--- src/rtl/fbd_pkg.sv ---
// Package: widths, register indexes and defaults of the flex bend detector.
`default_nettype none
package fbd_pkg;
  localparam int MAX_WINDOW = 25;
  localparam int SAMPLE_BITS = 10;
  localparam int SMOOTH_FRACTION_BITS = 8;
  localparam int ANGLE_BITS = 11;
  localparam int ANGLE_FULL = 1800;
  localparam int CFG_IDX_BITS = 3;
  localparam int CFG_DATA_BITS = 11;
  localparam logic [CFG_IDX_BITS-1:0] REG_CALIBRATED = 3'd0;
  localparam logic [CFG_IDX_BITS-1:0] REG_FLAT       = 3'd1;
  localparam logic [CFG_IDX_BITS-1:0] REG_BENT       = 3'd2;
  localparam logic [CFG_IDX_BITS-1:0] REG_MIN_DIFF   = 3'd3;
  localparam logic [CFG_IDX_BITS-1:0] REG_WIN_LEN    = 3'd4;
  localparam logic [CFG_IDX_BITS-1:0] REG_ON_ANGLE   = 3'd5;
  localparam logic [CFG_IDX_BITS-1:0] REG_OFF_ANGLE  = 3'd6;
  localparam logic [CFG_IDX_BITS-1:0] REG_STABLE     = 3'd7;
endpackage
`default_nettype wire

--- src/rtl/fbd_stream_if.sv ---
// Valid/ready stream interfaces for samples, results and register writes.
`default_nettype none
interface fbd_sample_if #(parameter int SAMPLE_BITS = 10);
  logic valid;
  logic ready;
  logic [SAMPLE_BITS-1:0] sample;
  modport source (output valid, output sample, input ready);
  modport sink (input valid, input sample, output ready);
endinterface

interface fbd_result_if #(parameter int SAMPLE_BITS = 10);
  logic valid;
  logic ready;
  logic [SAMPLE_BITS-1:0] median_raw;
  logic [SAMPLE_BITS-1:0] filtered_raw;
  logic [10:0] angle_tenths;
  logic bent_state;
  modport source (output valid, output median_raw, output filtered_raw,
                  output angle_tenths, output bent_state, input ready);
  modport sink (input valid, input median_raw, input filtered_raw,
                input angle_tenths, input bent_state, output ready);
endinterface

interface fbd_cfg_if;
  logic valid;
  logic ready;
  logic [2:0] index;
  logic [10:0] data;
  modport source (output valid, output index, output data, input ready);
  modport sink (input valid, input index, input data, output ready);
endinterface
`default_nettype wire

--- src/rtl/flex_bend_detector_core.sv ---
// Top level: register file, sort-cell chain, smoother/divider and output register.
//
// channel   | dir | payload                                            | accepted when
// ----------+-----+----------------------------------------------------+---------------
// in_ch     | in  | sample                                             | valid & ready
// out_ch    | out | median_raw, filtered_raw, angle_tenths, bent_state | valid & ready
// cfg_ch    | in  | index (3b), data (11b)                             | valid & ready
//
// A sample that does not close a window is inserted into the sorted chain.
// A window-closing sample shows its result once the median is read out and the
// smoother, rounding and the bit-serial restoring divider of the angle have run.
// rst is synchronous; it restores register defaults and clears the filter.
// in_ch stalls from a window-closing transfer until its result has been taken.
// cfg_ch is always ready; a write to a listed register clears the filter state.
`default_nettype none
module flex_bend_detector_core #(
  parameter int MAX_WINDOW = fbd_pkg::MAX_WINDOW,
  parameter int SAMPLE_BITS = fbd_pkg::SAMPLE_BITS,
  parameter int SMOOTH_FRACTION_BITS = fbd_pkg::SMOOTH_FRACTION_BITS
) (
  input wire logic clk,
  input wire logic rst,
  fbd_sample_if.sink in_ch,
  fbd_result_if.source out_ch,
  fbd_cfg_if.sink cfg_ch
);
  import fbd_pkg::*;
  localparam int FW = $clog2(MAX_WINDOW + 1);

  // Configuration registers
  logic calibrated;
  logic [SAMPLE_BITS-1:0] flat_value, bent_value;
  logic [9:0] min_difference;
  logic [4:0] window_length;
  logic [10:0] on_angle, off_angle;
  logic [7:0] stable_count;
  logic cfg_hit;

  assign cfg_ch.ready = 1'b1;
  assign cfg_hit = cfg_ch.valid;  // every 3-bit index is a listed register

  always_ff @(posedge clk) begin
    if (rst) begin
      calibrated <= 1'b0;
      flat_value <= '0;
      bent_value <= '0;
      min_difference <= 10'd100;
      window_length <= 5'd5;
      on_angle <= 11'd900;
      off_angle <= 11'd700;
      stable_count <= 8'd3;
    end else if (cfg_hit) begin
      case (cfg_ch.index)
        REG_CALIBRATED: calibrated <= cfg_ch.data[0];
        REG_FLAT:       flat_value <= SAMPLE_BITS'(cfg_ch.data);
        REG_BENT:       bent_value <= SAMPLE_BITS'(cfg_ch.data);
        REG_MIN_DIFF:   min_difference <= cfg_ch.data[9:0];
        REG_WIN_LEN:    window_length <= cfg_ch.data[4:0];
        REG_ON_ANGLE:   on_angle <= cfg_ch.data;
        REG_OFF_ANGLE:  off_angle <= cfg_ch.data;
        REG_STABLE:     stable_count <= cfg_ch.data[7:0];
        default: ;
      endcase
    end
  end

  // Gate: calibration must be valid
  logic [SAMPLE_BITS-1:0] spread;
  logic ready_cal;
  assign spread = (flat_value > bent_value) ? flat_value - bent_value
                                            : bent_value - flat_value;
  assign ready_cal = calibrated && (32'(spread) >= 32'(min_difference));

  // Effective window length
  logic [FW-1:0] n_eff;
  always_comb begin
    if (window_length == 5'd0) n_eff = FW'(1);
    else if (32'(window_length) > MAX_WINDOW) n_eff = FW'(MAX_WINDOW);
    else n_eff = FW'(window_length);
  end

  // Control
  logic busy;          // post unit working
  logic out_valid;
  logic [FW-1:0] fill;
  logic take;
  logic closes;
  logic post_done;
  logic [SAMPLE_BITS-1:0] median;
  logic [SAMPLE_BITS-1:0] filt;
  logic [10:0] ang;
  logic bstate;

  // Sort-cell chain
  logic [SAMPLE_BITS-1:0] cval [MAX_WINDOW];
  logic cfull [MAX_WINDOW];
  logic cgt [MAX_WINDOW];
  logic chain_clear;
  logic win_clear;

  // No transfer while the closed window is read out and cleared.
  assign in_ch.ready = !busy && !out_valid && !win_clear;
  assign take = in_ch.valid && in_ch.ready && ready_cal;
  assign closes = take && ((fill + FW'(1)) >= n_eff);

  genvar gi;
  generate
    for (gi = 0; gi < MAX_WINDOW; gi++) begin : g_cell
      if (gi == 0) begin : g_first
        // Missing left neighbor counts as full: cell 0 is the first free slot.
        fbd_sort_cell #(.SAMPLE_BITS(SAMPLE_BITS)) u_cell (
          .clk(clk), .clear(chain_clear), .insert(take), .new_val(in_ch.sample),
          .left_val('0), .left_full(1'b1), .left_greater(1'b0),
          .greater(cgt[gi]), .val(cval[gi]), .full(cfull[gi]));
      end else begin : g_rest
        fbd_sort_cell #(.SAMPLE_BITS(SAMPLE_BITS)) u_cell (
          .clk(clk), .clear(chain_clear), .insert(take), .new_val(in_ch.sample),
          .left_val(cval[gi-1]), .left_full(cfull[gi-1]), .left_greater(cgt[gi-1]),
          .greater(cgt[gi]), .val(cval[gi]), .full(cfull[gi]));
      end
    end
  endgenerate

  // Chain is cleared the cycle after a window closes (median captured then).
  assign chain_clear = rst || cfg_hit || win_clear;

  logic [FW-1:0] mid_idx;
  always_ff @(posedge clk) begin
    if (rst || cfg_hit) begin
      fill <= '0;
      busy <= 1'b0;
      win_clear <= 1'b0;
    end else begin
      win_clear <= 1'b0;
      if (take) begin
        if (closes) begin
          fill <= '0;
          win_clear <= 1'b1;
          mid_idx <= n_eff >> 1;
        end else begin
          fill <= fill + FW'(1);
        end
      end
      if (win_clear) busy <= 1'b1;
      else if (post_done) busy <= 1'b0;
    end
  end

  // Median read out of the full chain at a fixed cycle.
  always_ff @(posedge clk) begin
    if (win_clear) median <= cval[mid_idx];
  end

  logic post_start;
  always_ff @(posedge clk) begin
    if (rst || cfg_hit) post_start <= 1'b0;
    else post_start <= win_clear;
  end

  fbd_post #(.SAMPLE_BITS(SAMPLE_BITS), .SMOOTH_FRACTION_BITS(SMOOTH_FRACTION_BITS)) u_post (
    .clk(clk), .rst(rst), .clear(cfg_hit), .start(post_start), .median(median),
    .flat_value(flat_value), .bent_value(bent_value), .on_angle(on_angle),
    .off_angle(off_angle), .stable_count(stable_count), .done(post_done),
    .filtered_raw(filt), .angle_tenths(ang), .bent_state(bstate));

  // Output register
  always_ff @(posedge clk) begin
    if (rst || cfg_hit) begin
      out_valid <= 1'b0;
    end else if (post_done) begin
      out_valid <= 1'b1;
    end else if (out_ch.ready) begin
      out_valid <= 1'b0;
    end
  end

  always_ff @(posedge clk) begin
    if (post_done) begin
      out_ch.median_raw <= median;
      out_ch.filtered_raw <= filt;
      out_ch.angle_tenths <= ang;
      out_ch.bent_state <= bstate;
    end
  end

  assign out_ch.valid = out_valid;
endmodule
`default_nettype wire

--- src/rtl/fbd_sort_cell.sv ---
// One cell of the insertion-sort chain: holds one value, keeps the row ordered.
`default_nettype none
module fbd_sort_cell #(
  parameter int SAMPLE_BITS = 10
) (
  input  wire logic                   clk,
  input  wire logic                   clear,
  input  wire logic                   insert,
  input  wire logic [SAMPLE_BITS-1:0] new_val,
  input  wire logic [SAMPLE_BITS-1:0] left_val,
  input  wire logic                   left_full,
  input  wire logic                   left_greater,
  output logic                        greater,
  output logic [SAMPLE_BITS-1:0]      val,
  output logic                        full
);
  // Cell is "greater" if it holds a value strictly above the new one.
  assign greater = full && (val > new_val);

  always_ff @(posedge clk) begin
    if (clear) begin
      full <= 1'b0;
    end else if (insert) begin
      if (left_greater) begin
        val  <= left_val;
        full <= left_full;
      end else if (greater || (!full && left_full)) begin
        // first greater cell, or the first free cell of the row
        val  <= new_val;
        full <= 1'b1;
      end
    end
  end
endmodule
`default_nettype wire

--- src/rtl/fbd_post.sv ---
// Smoother, iterative angle divider, hysteresis and debounce.
`default_nettype none
module fbd_post #(
  parameter int SAMPLE_BITS = fbd_pkg::SAMPLE_BITS,
  parameter int SMOOTH_FRACTION_BITS = fbd_pkg::SMOOTH_FRACTION_BITS
) (
  input  wire logic                   clk,
  input  wire logic                   rst,
  input  wire logic                   clear,
  input  wire logic                   start,
  input  wire logic [SAMPLE_BITS-1:0] median,
  input  wire logic [SAMPLE_BITS-1:0] flat_value,
  input  wire logic [SAMPLE_BITS-1:0] bent_value,
  input  wire logic [10:0]            on_angle,
  input  wire logic [10:0]            off_angle,
  input  wire logic [7:0]             stable_count,
  output logic                        done,
  output logic [SAMPLE_BITS-1:0]      filtered_raw,
  output logic [10:0]                 angle_tenths,
  output logic                        bent_state
);
  import fbd_pkg::*;
  localparam int SW = SAMPLE_BITS + SMOOTH_FRACTION_BITS;
  localparam int NW = SAMPLE_BITS + ANGLE_BITS;  // numerator width
  localparam int CW = $clog2(NW + 1);
  localparam logic [1:0] ST_IDLE = 2'd0;
  localparam logic [1:0] ST_RND  = 2'd1;
  localparam logic [1:0] ST_DIV  = 2'd2;
  localparam logic [1:0] ST_FIN  = 2'd3;

  logic [1:0] state;
  logic [SW-1:0] smooth;
  logic loaded;
  logic [SAMPLE_BITS-1:0] raw;
  logic [NW-1:0] quo;
  logic [SAMPLE_BITS:0] rem;
  logic [SAMPLE_BITS-1:0] den;
  logic zero_ang;
  logic [CW-1:0] cnt;
  logic cand;
  logic [7:0] run;

  logic [SW+1:0] smooth_sum;
  logic [SW:0] rnd_sum;
  logic [SAMPLE_BITS:0] rem_sh;
  logic [NW-1:0] quo_clamp;
  logic [10:0] ang;
  logic meas;
  logic [7:0] run_inc;

  assign smooth_sum = 2'd3 * {2'b00, smooth} + {2'b00, median, {SMOOTH_FRACTION_BITS{1'b0}}};
  assign rnd_sum = {1'b0, smooth} + (SW+1)'(1 << (SMOOTH_FRACTION_BITS - 1));
  assign rem_sh = {rem[SAMPLE_BITS-1:0], quo[NW-1]};
  assign quo_clamp = (quo > NW'(ANGLE_FULL)) ? NW'(ANGLE_FULL) : quo;
  assign ang = zero_ang ? 11'd0 : quo_clamp[10:0];
  assign meas = bent_state ? (ang > off_angle) : (ang >= on_angle);
  assign run_inc = run + 8'd1;

  always_ff @(posedge clk) begin
    if (rst || clear) begin
      state <= ST_IDLE;
      loaded <= 1'b0;
      smooth <= '0;
      bent_state <= 1'b0;
      cand <= 1'b0;
      run <= '0;
      done <= 1'b0;
    end else begin
      done <= 1'b0;
      case (state)
        ST_IDLE: begin
          if (start) begin
            if (!loaded) smooth <= {median, {SMOOTH_FRACTION_BITS{1'b0}}};
            else smooth <= smooth_sum[SW+1:2];
            loaded <= 1'b1;
            state <= ST_RND;
          end
        end
        ST_RND: begin
          // Round, saturate, set up the restoring divide.
          if (rnd_sum[SW:SMOOTH_FRACTION_BITS] > (SAMPLE_BITS+1)'({SAMPLE_BITS{1'b1}}))
            raw <= '1;
          else
            raw <= rnd_sum[SMOOTH_FRACTION_BITS +: SAMPLE_BITS];
          state <= ST_DIV;
          cnt <= '0;
          rem <= '0;
        end
        ST_DIV: begin
          if (cnt == '0) begin
            if (bent_value > flat_value) begin
              zero_ang <= (raw <= flat_value);
              quo <= NW'(raw - flat_value) * NW'(ANGLE_FULL);
              den <= bent_value - flat_value;
            end else begin
              zero_ang <= (bent_value == flat_value) || (raw >= flat_value);
              quo <= NW'(flat_value - raw) * NW'(ANGLE_FULL);
              den <= flat_value - bent_value;
            end
            cnt <= CW'(1);
          end else begin
            // One quotient bit per cycle.
            if (rem_sh >= {1'b0, den}) begin
              rem <= rem_sh - {1'b0, den};
              quo <= {quo[NW-2:0], 1'b1};
            end else begin
              rem <= rem_sh;
              quo <= {quo[NW-2:0], 1'b0};
            end
            if (cnt == CW'(NW)) state <= ST_FIN;
            cnt <= cnt + CW'(1);
          end
        end
        ST_FIN: begin
          angle_tenths <= ang;
          filtered_raw <= raw;
          if (meas == bent_state) begin
            cand <= bent_state;
            run <= '0;
          end else if (meas != cand) begin
            cand <= meas;
            run <= 8'd1;
          end else if (run_inc >= stable_count) begin
            bent_state <= cand;
            run <= '0;
          end else begin
            run <= run_inc;
          end
          done <= 1'b1;
          state <= ST_IDLE;
        end
        default: state <= ST_IDLE;
      endcase
    end
  end
endmodule
`default_nettype wire

--- src/flat_wrapper.sv ---
// flat-port wrapper written by rule: the top's interface ports become plain ports
module flex_bend_detector_core_flat import fbd_pkg::*;
#(
  parameter int MAX_WINDOW = fbd_pkg::MAX_WINDOW,
  parameter int SAMPLE_BITS = fbd_pkg::SAMPLE_BITS,
  parameter int SMOOTH_FRACTION_BITS = fbd_pkg::SMOOTH_FRACTION_BITS
)
  (clk, rst, in_ch_valid, in_ch_sample, in_ch_ready, out_ch_valid, out_ch_median_raw, out_ch_filtered_raw, out_ch_angle_tenths, out_ch_bent_state, out_ch_ready, cfg_ch_valid, cfg_ch_index, cfg_ch_data, cfg_ch_ready);
  fbd_sample_if #(.SAMPLE_BITS(SAMPLE_BITS)) in_ch_i ();
  fbd_result_if #(.SAMPLE_BITS(SAMPLE_BITS)) out_ch_i ();
  fbd_cfg_if cfg_ch_i ();
  input wire logic clk;
  input wire logic rst;
  input wire logic [$bits(in_ch_i.valid)-1:0] in_ch_valid;
  input wire logic [$bits(in_ch_i.sample)-1:0] in_ch_sample;
  output wire logic [$bits(in_ch_i.ready)-1:0] in_ch_ready;
  output wire logic [$bits(out_ch_i.valid)-1:0] out_ch_valid;
  output wire logic [$bits(out_ch_i.median_raw)-1:0] out_ch_median_raw;
  output wire logic [$bits(out_ch_i.filtered_raw)-1:0] out_ch_filtered_raw;
  output wire logic [$bits(out_ch_i.angle_tenths)-1:0] out_ch_angle_tenths;
  output wire logic [$bits(out_ch_i.bent_state)-1:0] out_ch_bent_state;
  input wire logic [$bits(out_ch_i.ready)-1:0] out_ch_ready;
  input wire logic [$bits(cfg_ch_i.valid)-1:0] cfg_ch_valid;
  input wire logic [$bits(cfg_ch_i.index)-1:0] cfg_ch_index;
  input wire logic [$bits(cfg_ch_i.data)-1:0] cfg_ch_data;
  output wire logic [$bits(cfg_ch_i.ready)-1:0] cfg_ch_ready;
  assign in_ch_i.valid = in_ch_valid;
  assign in_ch_i.sample = in_ch_sample;
  assign in_ch_ready = in_ch_i.ready;
  assign out_ch_valid = out_ch_i.valid;
  assign out_ch_median_raw = out_ch_i.median_raw;
  assign out_ch_filtered_raw = out_ch_i.filtered_raw;
  assign out_ch_angle_tenths = out_ch_i.angle_tenths;
  assign out_ch_bent_state = out_ch_i.bent_state;
  assign out_ch_i.ready = out_ch_ready;
  assign cfg_ch_i.valid = cfg_ch_valid;
  assign cfg_ch_i.index = cfg_ch_index;
  assign cfg_ch_i.data = cfg_ch_data;
  assign cfg_ch_ready = cfg_ch_i.ready;
  flex_bend_detector_core #(.MAX_WINDOW(MAX_WINDOW), .SAMPLE_BITS(SAMPLE_BITS), .SMOOTH_FRACTION_BITS(SMOOTH_FRACTION_BITS)) u_core (.clk(clk), .rst(rst), .in_ch(in_ch_i), .out_ch(out_ch_i), .cfg_ch(cfg_ch_i));
endmodule
--- config.mk ---
export PLATFORM = sky130hd
export DESIGN_NAME = flex_bend_detector_core_flat
export DESIGN_NICKNAME = d
export VERILOG_FILES = /design/src/rtl/fbd_pkg.sv /design/src/rtl/fbd_stream_if.sv /design/src/rtl/flex_bend_detector_core.sv /design/src/rtl/fbd_sort_cell.sv /design/src/rtl/fbd_post.sv /design/src/flat_wrapper.sv
export SDC_FILE = /design/constraint.sdc
export NUM_CORES = 1
export LEC_CHECK = 0
export ABC_AREA = 1
export BUFFER_PORTS_ARGS = -buffer_cell sky130_fd_sc_hd__buf_2
export CAP_MARGIN = 40
export CORE_AREA = 10 10 268 270
export CTS_CLUSTER_DIAMETER = 100
export DETAILED_ROUTE_END_ITERATION = 8
export DIE_AREA = 0 0 278 280
export GPL_ROUTABILITY_DRIVEN = 0
export PLACE_DENSITY = 0.64
export RECOVER_POWER = 50
export SLEW_MARGIN = 10
export SYNTH_ARGS = -nofsm -noshare
export SYNTH_HDL_FRONTEND = slang
export SYNTH_SLANG_ARGS = --single-unit
--- constraint.sdc ---
create_clock -name clk -period 4.2 [get_ports clk]
set_input_delay 0.84 -clock clk [delete_from_list [all_inputs] [get_ports clk]]
set_output_delay 0.84 -clock clk [all_outputs]
set_load 0.02 [all_outputs]
Yosys cells after proc, flatten, opt, wreduce, memory -nomap -nowiden
Cells that the tools add are included.

storage, ports and cells
  register bits = 506
  input port bits = 29
  output and inout bits = 35

operators by class
  add/subtract/negate cells = 10
  multipliers = 3
  order comparisons = 39
  equality and inequality tests = 17
  muxes and demuxes = 132
  bitwise logic cells = 6
  reduce and logical (&&, ||, !) cells = 213

operators with widths
  cell                     number
  $mux W10                 54
  $gt A10 B10 Y1           27
  $reduce_and A3 Y1        29
  $reduce_and A2 Y1        39
  $mux W1                  59
  $reduce_bool A2 Y1       28
  $logic_and A1 B1 Y1      55
  $bmux W10 S5             1
  $mul A21 B8 Y18 const B  2
  $mux W21                 2
  $sub A10 B10 Y10         3
  $logic_not A1 Y1         28
  $logic_or A1 B1 Y1       28
  $mux W8                  3
  $mux W11                 2
  $sub A10 B10 Y11         2
  $gt A21 B11 Y1 const B   1
  $add A20 B18 Y20         1
  $ge A10 B10 Y1           2
  $mul A2 B18 Y20 const A  1
  $mux W5                  4
  $pmux W10 S2             1
  $add A18 B8 Y19 const B  1
  $mux W18                 1
  other kinds (32)         46

Longest topological paths before layout
  depth after elaboration = 8
  mapped depth = 31
  mapped depth without buffers = 30

Hierarchy
A second synthesis with hierarchy kept.

unflattened totals
  cells, all modules = 4059
  area, all modules = 31778.0 um^2

modules (own cells, without submodules)
  module                   instances  cells each  area each (um^2)
  fbd_sort_cell            16         97          795.8
  fbd_post                 1          1521        11957.7
  flex_bend_detector_core  1          986         7088.0

Least setup slack after synthesis
Ideal clock, no wire load.

  kind = reg2reg
  start point = reg u_core.flat_value[0]
  end point = reg u_core.u_post.quo[19], data pin
  arrival = 4.383 ns
  data required time = 3.946 ns
  slack = -0.438 ns
  cell stages (with the launch flop) = 26
  path buffers = 0
  period minus slack after synthesis = 4.638 ns
  cells stage by stage = dfxtp_1 -> inv_1 -> ha_1 -> inv_1 -> fa_1 -> nand2_2 -> nand3_4 -> a31oi_4 -> xor2_4 -> xor2_1 -> inv_1 -> ha_1 -> ha_1 -> inv_1 -> fa_1 -> inv_1 -> ha_1 -> ha_1 -> inv_1 -> nor3_1 -> o21ai_0 -> nand3_1 -> nand2_1 -> nand3_1 -> nand3_1 -> o21a_1

between the ends
  word-level cells in the longest chain between the ends = 4
  elaborated cells between the ends (all ways) = 7
  classes of those cells = 2 x add/sub; 2 x mul; 1 x order compare; 2 x mux

ends and longest elaborated chain
  item                                 line                            source
  start: declaration                   flex_bend_detector_core.sv:32   logic [SAMPLE_BITS-1:0] flat_value, bent_value;
  start signal: assignment             flex_bend_detector_core.sv:55   REG_FLAT: flat_value <= SAMPLE_BITS'(cfg_ch.data);
  $sub A10 B10 Y11 (on tied branches)  fbd_post.sv:97, fbd_post.sv:93
  $mul A21 B8 Y18 (on tied branches)   fbd_post.sv:97, fbd_post.sv:93
  $mux W21 *                           fbd_post.sv:91                  if (bent_value > flat_value) begin
  $mux W21 *                           fbd_post.sv:90                  if (cnt == '0) begin
  end signal: assignment               fbd_post.sv:93                  quo <= NW'(raw - flat_value) * NW'(ANGLE_FULL);
  end signal: assignment               fbd_post.sv:97                  quo <= NW'(flat_value - raw) * NW'(ANGLE_FULL);
  end signal: assignment               fbd_post.sv:105                 quo <= {quo[NW-2:0], 1'b1};
  end: declaration                     fbd_post.sv:35                  logic [NW-1:0] quo;

Mark *: on every way between the ends. The rest lies on a longest branch, timed or not.
A chain may end at the register's enable or synchronous reset.

Worst setup path after layout
  start point = reg u_core.u_post.raw[0]
  end point = reg u_core.u_post.quo[20], data pin

between the ends
  word-level cells in the longest chain between the ends = 4
  elaborated cells between the ends (all ways) = 6
  classes of those cells = 2 x add/sub; 2 x mul; 2 x mux

ends and longest elaborated chain
  item                                 line                            source
  start: declaration                   fbd_post.sv:34                  logic [SAMPLE_BITS-1:0] raw;
  start signal: assignment             fbd_post.sv:84                  raw <= rnd_sum[SMOOTH_FRACTION_BITS +: SAMPLE_BITS];
  $sub A10 B10 Y11 (on tied branches)  fbd_post.sv:97, fbd_post.sv:93
  $mul A21 B8 Y18 (on tied branches)   fbd_post.sv:97, fbd_post.sv:93
  $mux W21 *                           fbd_post.sv:91
  $mux W21 *                           fbd_post.sv:90

Marks and branches as above.

==> results.toml <==
[global_route]
track_usage_pct = 20.6
overflow = 0
grt_pass1_wl_um = 129000
grt_pass1_vias = 23428
antenna_found_initial = 2
grt_max_degree = 161

[logic_synthesis]
synthTopCellsByArea = "edfxtp_1, ha_1, nand2_1, dfxtp_1, o21ai_0"
synth_cell_types = 66
synth_cells = 3457
syn_area_um2 = 28900
synth_area_leader_cell = "edfxtp_1"
synth_ff_type = "edfxtp_1"
yosysTopAreaCellShare_pct = 29.5
synth_seq_cells = 407
postSynth.asyncResetShare_pct = 0
yosysMostFrequentCell = "nand2_1"
synth_seq_area_share_pct = 38.0
synth-edff-count = 284
ys_warn_count = 0
synth_nets = 3898
avgSynthCellArea_um2 = 8.36
yosys-top-cells-count = "nand2_1, inv_1, ha_1, o21ai_0, a21oi_1"

[pwr]
p_seq_share_pct = 33.9
powerDensity_nw_per_um2 = 363
power_uw = 12700
p_comb_share_pct = 32.8
total_leakage_power_uw = 0.0156
switching_share_pct = 31.4
peakVddDrop_mv = 0.316
power.switching_uw = 4000
internal-power_uw = 8730
clkPwrFrac_pct = 33.3

[sta]
slew_viol_final = 25
fmax_mhz = 219
fin_ws_ps = -361
post-route-period-util_pct = 109
rsz0062_at_grt = "true"
min_period_ps = 4560
finalHoldViolations = 0
worst_pin_slew_ps = 1510
relSlewSlack_pct = -0.799
skew_ps = 30.8
fin_setup_tns_ps = -2510
setup_viol = 10

[route]
wirelength_um = 84100
wire_per_inst_um = 18.1
ant_nets = 0
drtIter0Drc = 2172
dr.pass1.iters = 5
drc = 0
vias = 24884
via_per_inst = 5.37

[outcome]
violations = "max-capacitance violations, max-slew violations, negative setup slack"
status = "complete, but fails checks"

[finish]
layout.cells.non_filler = 4636
finish.instance_area_um2 = 35100
antenna_cells = 0
areaGrowthSynthToFinish_pct = 21.5
final_nets = 4164
n_fill_cell = 6082
drive_above_1_share_pct = 16.6

[setup_path]
cp.arrival_ps = 4920
cp.required_ps = 4560
path_max_fanout = 4
endpoint_kind = "flip-flop"
startpoint_type = "flip-flop"
path_class = "flip-flop to flip-flop"

[floorplanning]
die_w_um = 278
dieHeight_um = 280
die_area_um2 = 77800
fp-row-count = 95
pin_count = 64
core-area_um2 = 66600
start_util_pct = 43.4

[cts]
holdBufCountCts = 0
cts-root-buf = "clkbuf_16"
cts_tree = "yes"
clkSinkCount = 407
cts_buffers = 48
cts_max_path_buffers = 3
clock_latency_ps = 610
clk_pin_slew_ps = 70
htreeDepth = 2

[placed_design]
hpwl_um = 61000
port_buffers = 62
dp.cells = 4500
placedInstanceArea_um2 = 31800

[run]
max_cap_viol_count = 1

[worst_hold_path]
hp-class = "flip-flop to flip-flop"
[area by class of cell]
| cell class | instances | area (um^2) | share of cell area [%] |
|---|---|---|---|
| tap | 873 | 1090 | 3.11 |
| clock inverter | 31 | 298 | 0.848 |
| multi-input combinational | 2469 | 16900 | 48.0 |
| inverter | 465 | 1810 | 5.14 |
| sequential | 407 | 11000 | 31.3 |
| timing repair inverter | 1 | 5.00 | 0.0143 |
| clock buffer | 59 | 1290 | 3.69 |
| timing repair buffer | 331 | 2760 | 7.86 |
[power groups by stage]
stage / logic (uW) / clock network (uW) / registers, uW
2_1_floorplan: 2080 / 0 / 4400
3_3_place_gp: 3140 / 0 / 4400
3_5_place_dp: 3170 / 0 / 4400
4_1_cts: 3840 / 4300 / 4320
5_1_grt: 4580 / 4460 / 4320
6_report: 4180 / 4240 / 4320
[placed cells by master, fill, tap and decap left out, types with 13 or more instances in the layout]
cell       count
clkbuf_16     62
o21ai_1       35
o21bai_1      14
buf_6         19
clkbuf_1      26
xor2_1        52
ha_1         323
o221ai_1      15
dfxtp_1      122
nor3_1        16
o21a_1        15
inv_2         27
o211ai_1      33
ha_4          45
inv_1        413
nand2_2       27
xnor2_1       17
buf_4        207
nand4_1       39
nand3_1      101
buf_2         57
buf_12        14
clkinv_1      18
xor2_2        13
nor2_1       200
o21ai_0      369
fa_1          31
nand2_1      651
a21oi_1      299
edfxtp_1     284
[final timing paths]
| check | startpoint | slack, ps | cells after the start | to |
|---|---|---|---|---|
| worst max-delay path | u_core.u_post.raw[0]$_SDFFCE_PN1P_ | -360 | 21 | u_core.u_post.quo[20]$_DFFE_PP_ |
| worst min-delay path | u_core.u_post.angle_tenths[0]$_DFFE_PP_ | 420 | 0 | u_core.out_ch.angle_tenths[0]$_DFFE_PP_ |
| worst max register to register | u_core.u_post.raw[0]$_SDFFCE_PN1P_ | -360 | 21 | u_core.u_post.quo[20]$_DFFE_PP_ |
| worst min register to register | u_core.u_post.angle_tenths[0]$_DFFE_PP_ | 420 | 0 | u_core.out_ch.angle_tenths[0]$_DFFE_PP_ |
[sequential cells by signal, indices dropped and copies added, names as in the netlist, 11 cells and up]
| name | flops |
|---|---|
| u_core.on_angle | 11 |
| u_core.u_post.angle_tenths | 11 |
| u_core.u_post.smooth | 18 |
| u_core.g_cell.g_rest.u_cell.val | 150 |
| u_core.out_ch.angle_tenths | 11 |
| u_core.u_post.quo | 21 |
| u_core.g_cell.g_rest.u_cell.full | 15 |
| u_core.off_angle | 11 |
[routing by layer]
layer / wire [um] / track usage [%] / vias to the layer above
met5: 0 / 0 / -
met1: 37300 / 28.3 / 11643
li1: - / - / 12302
met4: 2390 / 5.74 / 0
met3: 5650 / 2.47 / 143
met2: 38800 / 33.7 / 796
[worst max-delay path, cell delays in order (launching register included)]
cell and delay, ps:
edfxtp_1 400, inv_1 80, ha_2 180, inv_2 50, fa_2 360, buf_4 150
buf_6 120, xor2_4 240, fa_1 460, ha_1 300, ha_1 290, inv_2 40
xor2_1 150, ha_1 360, fa_2 450, nand3_1 110, nand4_1 110, nand3b_1 190
nand3_1 90, nand2_1 60, nand2_1 60, nand2_1 60
[per-stage QoR]
step                util [%]  worst slack [ps]  hold slack [ps]
floorplan                  -              -244              400
global placement        47.7              -466              401
finish                  52.7              -361              417
global route            52.7              -592              427
detailed placement      47.8              -525              405
CTS                     51.3              -378              419
[logic make-up (layout without fill, tap and decap cells)]
family | after synthesis | in the layout | share of synthesized area (%)
and+or+nand+nor | 1099 | 1099 | 15.7
AOI/OAI and AO/OA | 863 | 863 | 16.5
buffers and inverters | 581 | 887 | 7.83
adders and majority gates | 412 | 412 | 18.8
DFF | 407 | 407 | 38.0
xor gates and xnor gates | 94 | 94 | 3.16
other | 1 | 1 | 0.0130
[timing repair]
item / 4_1_cts / 5_1_grt
gates resized for setup: 101 / 144
setup endpoints to repair: 110 / 177
setup buffers: 16 / 18
pin swaps: 77 / 44
cloned: 0 / 14
Power figures use the tool's default switching activity.
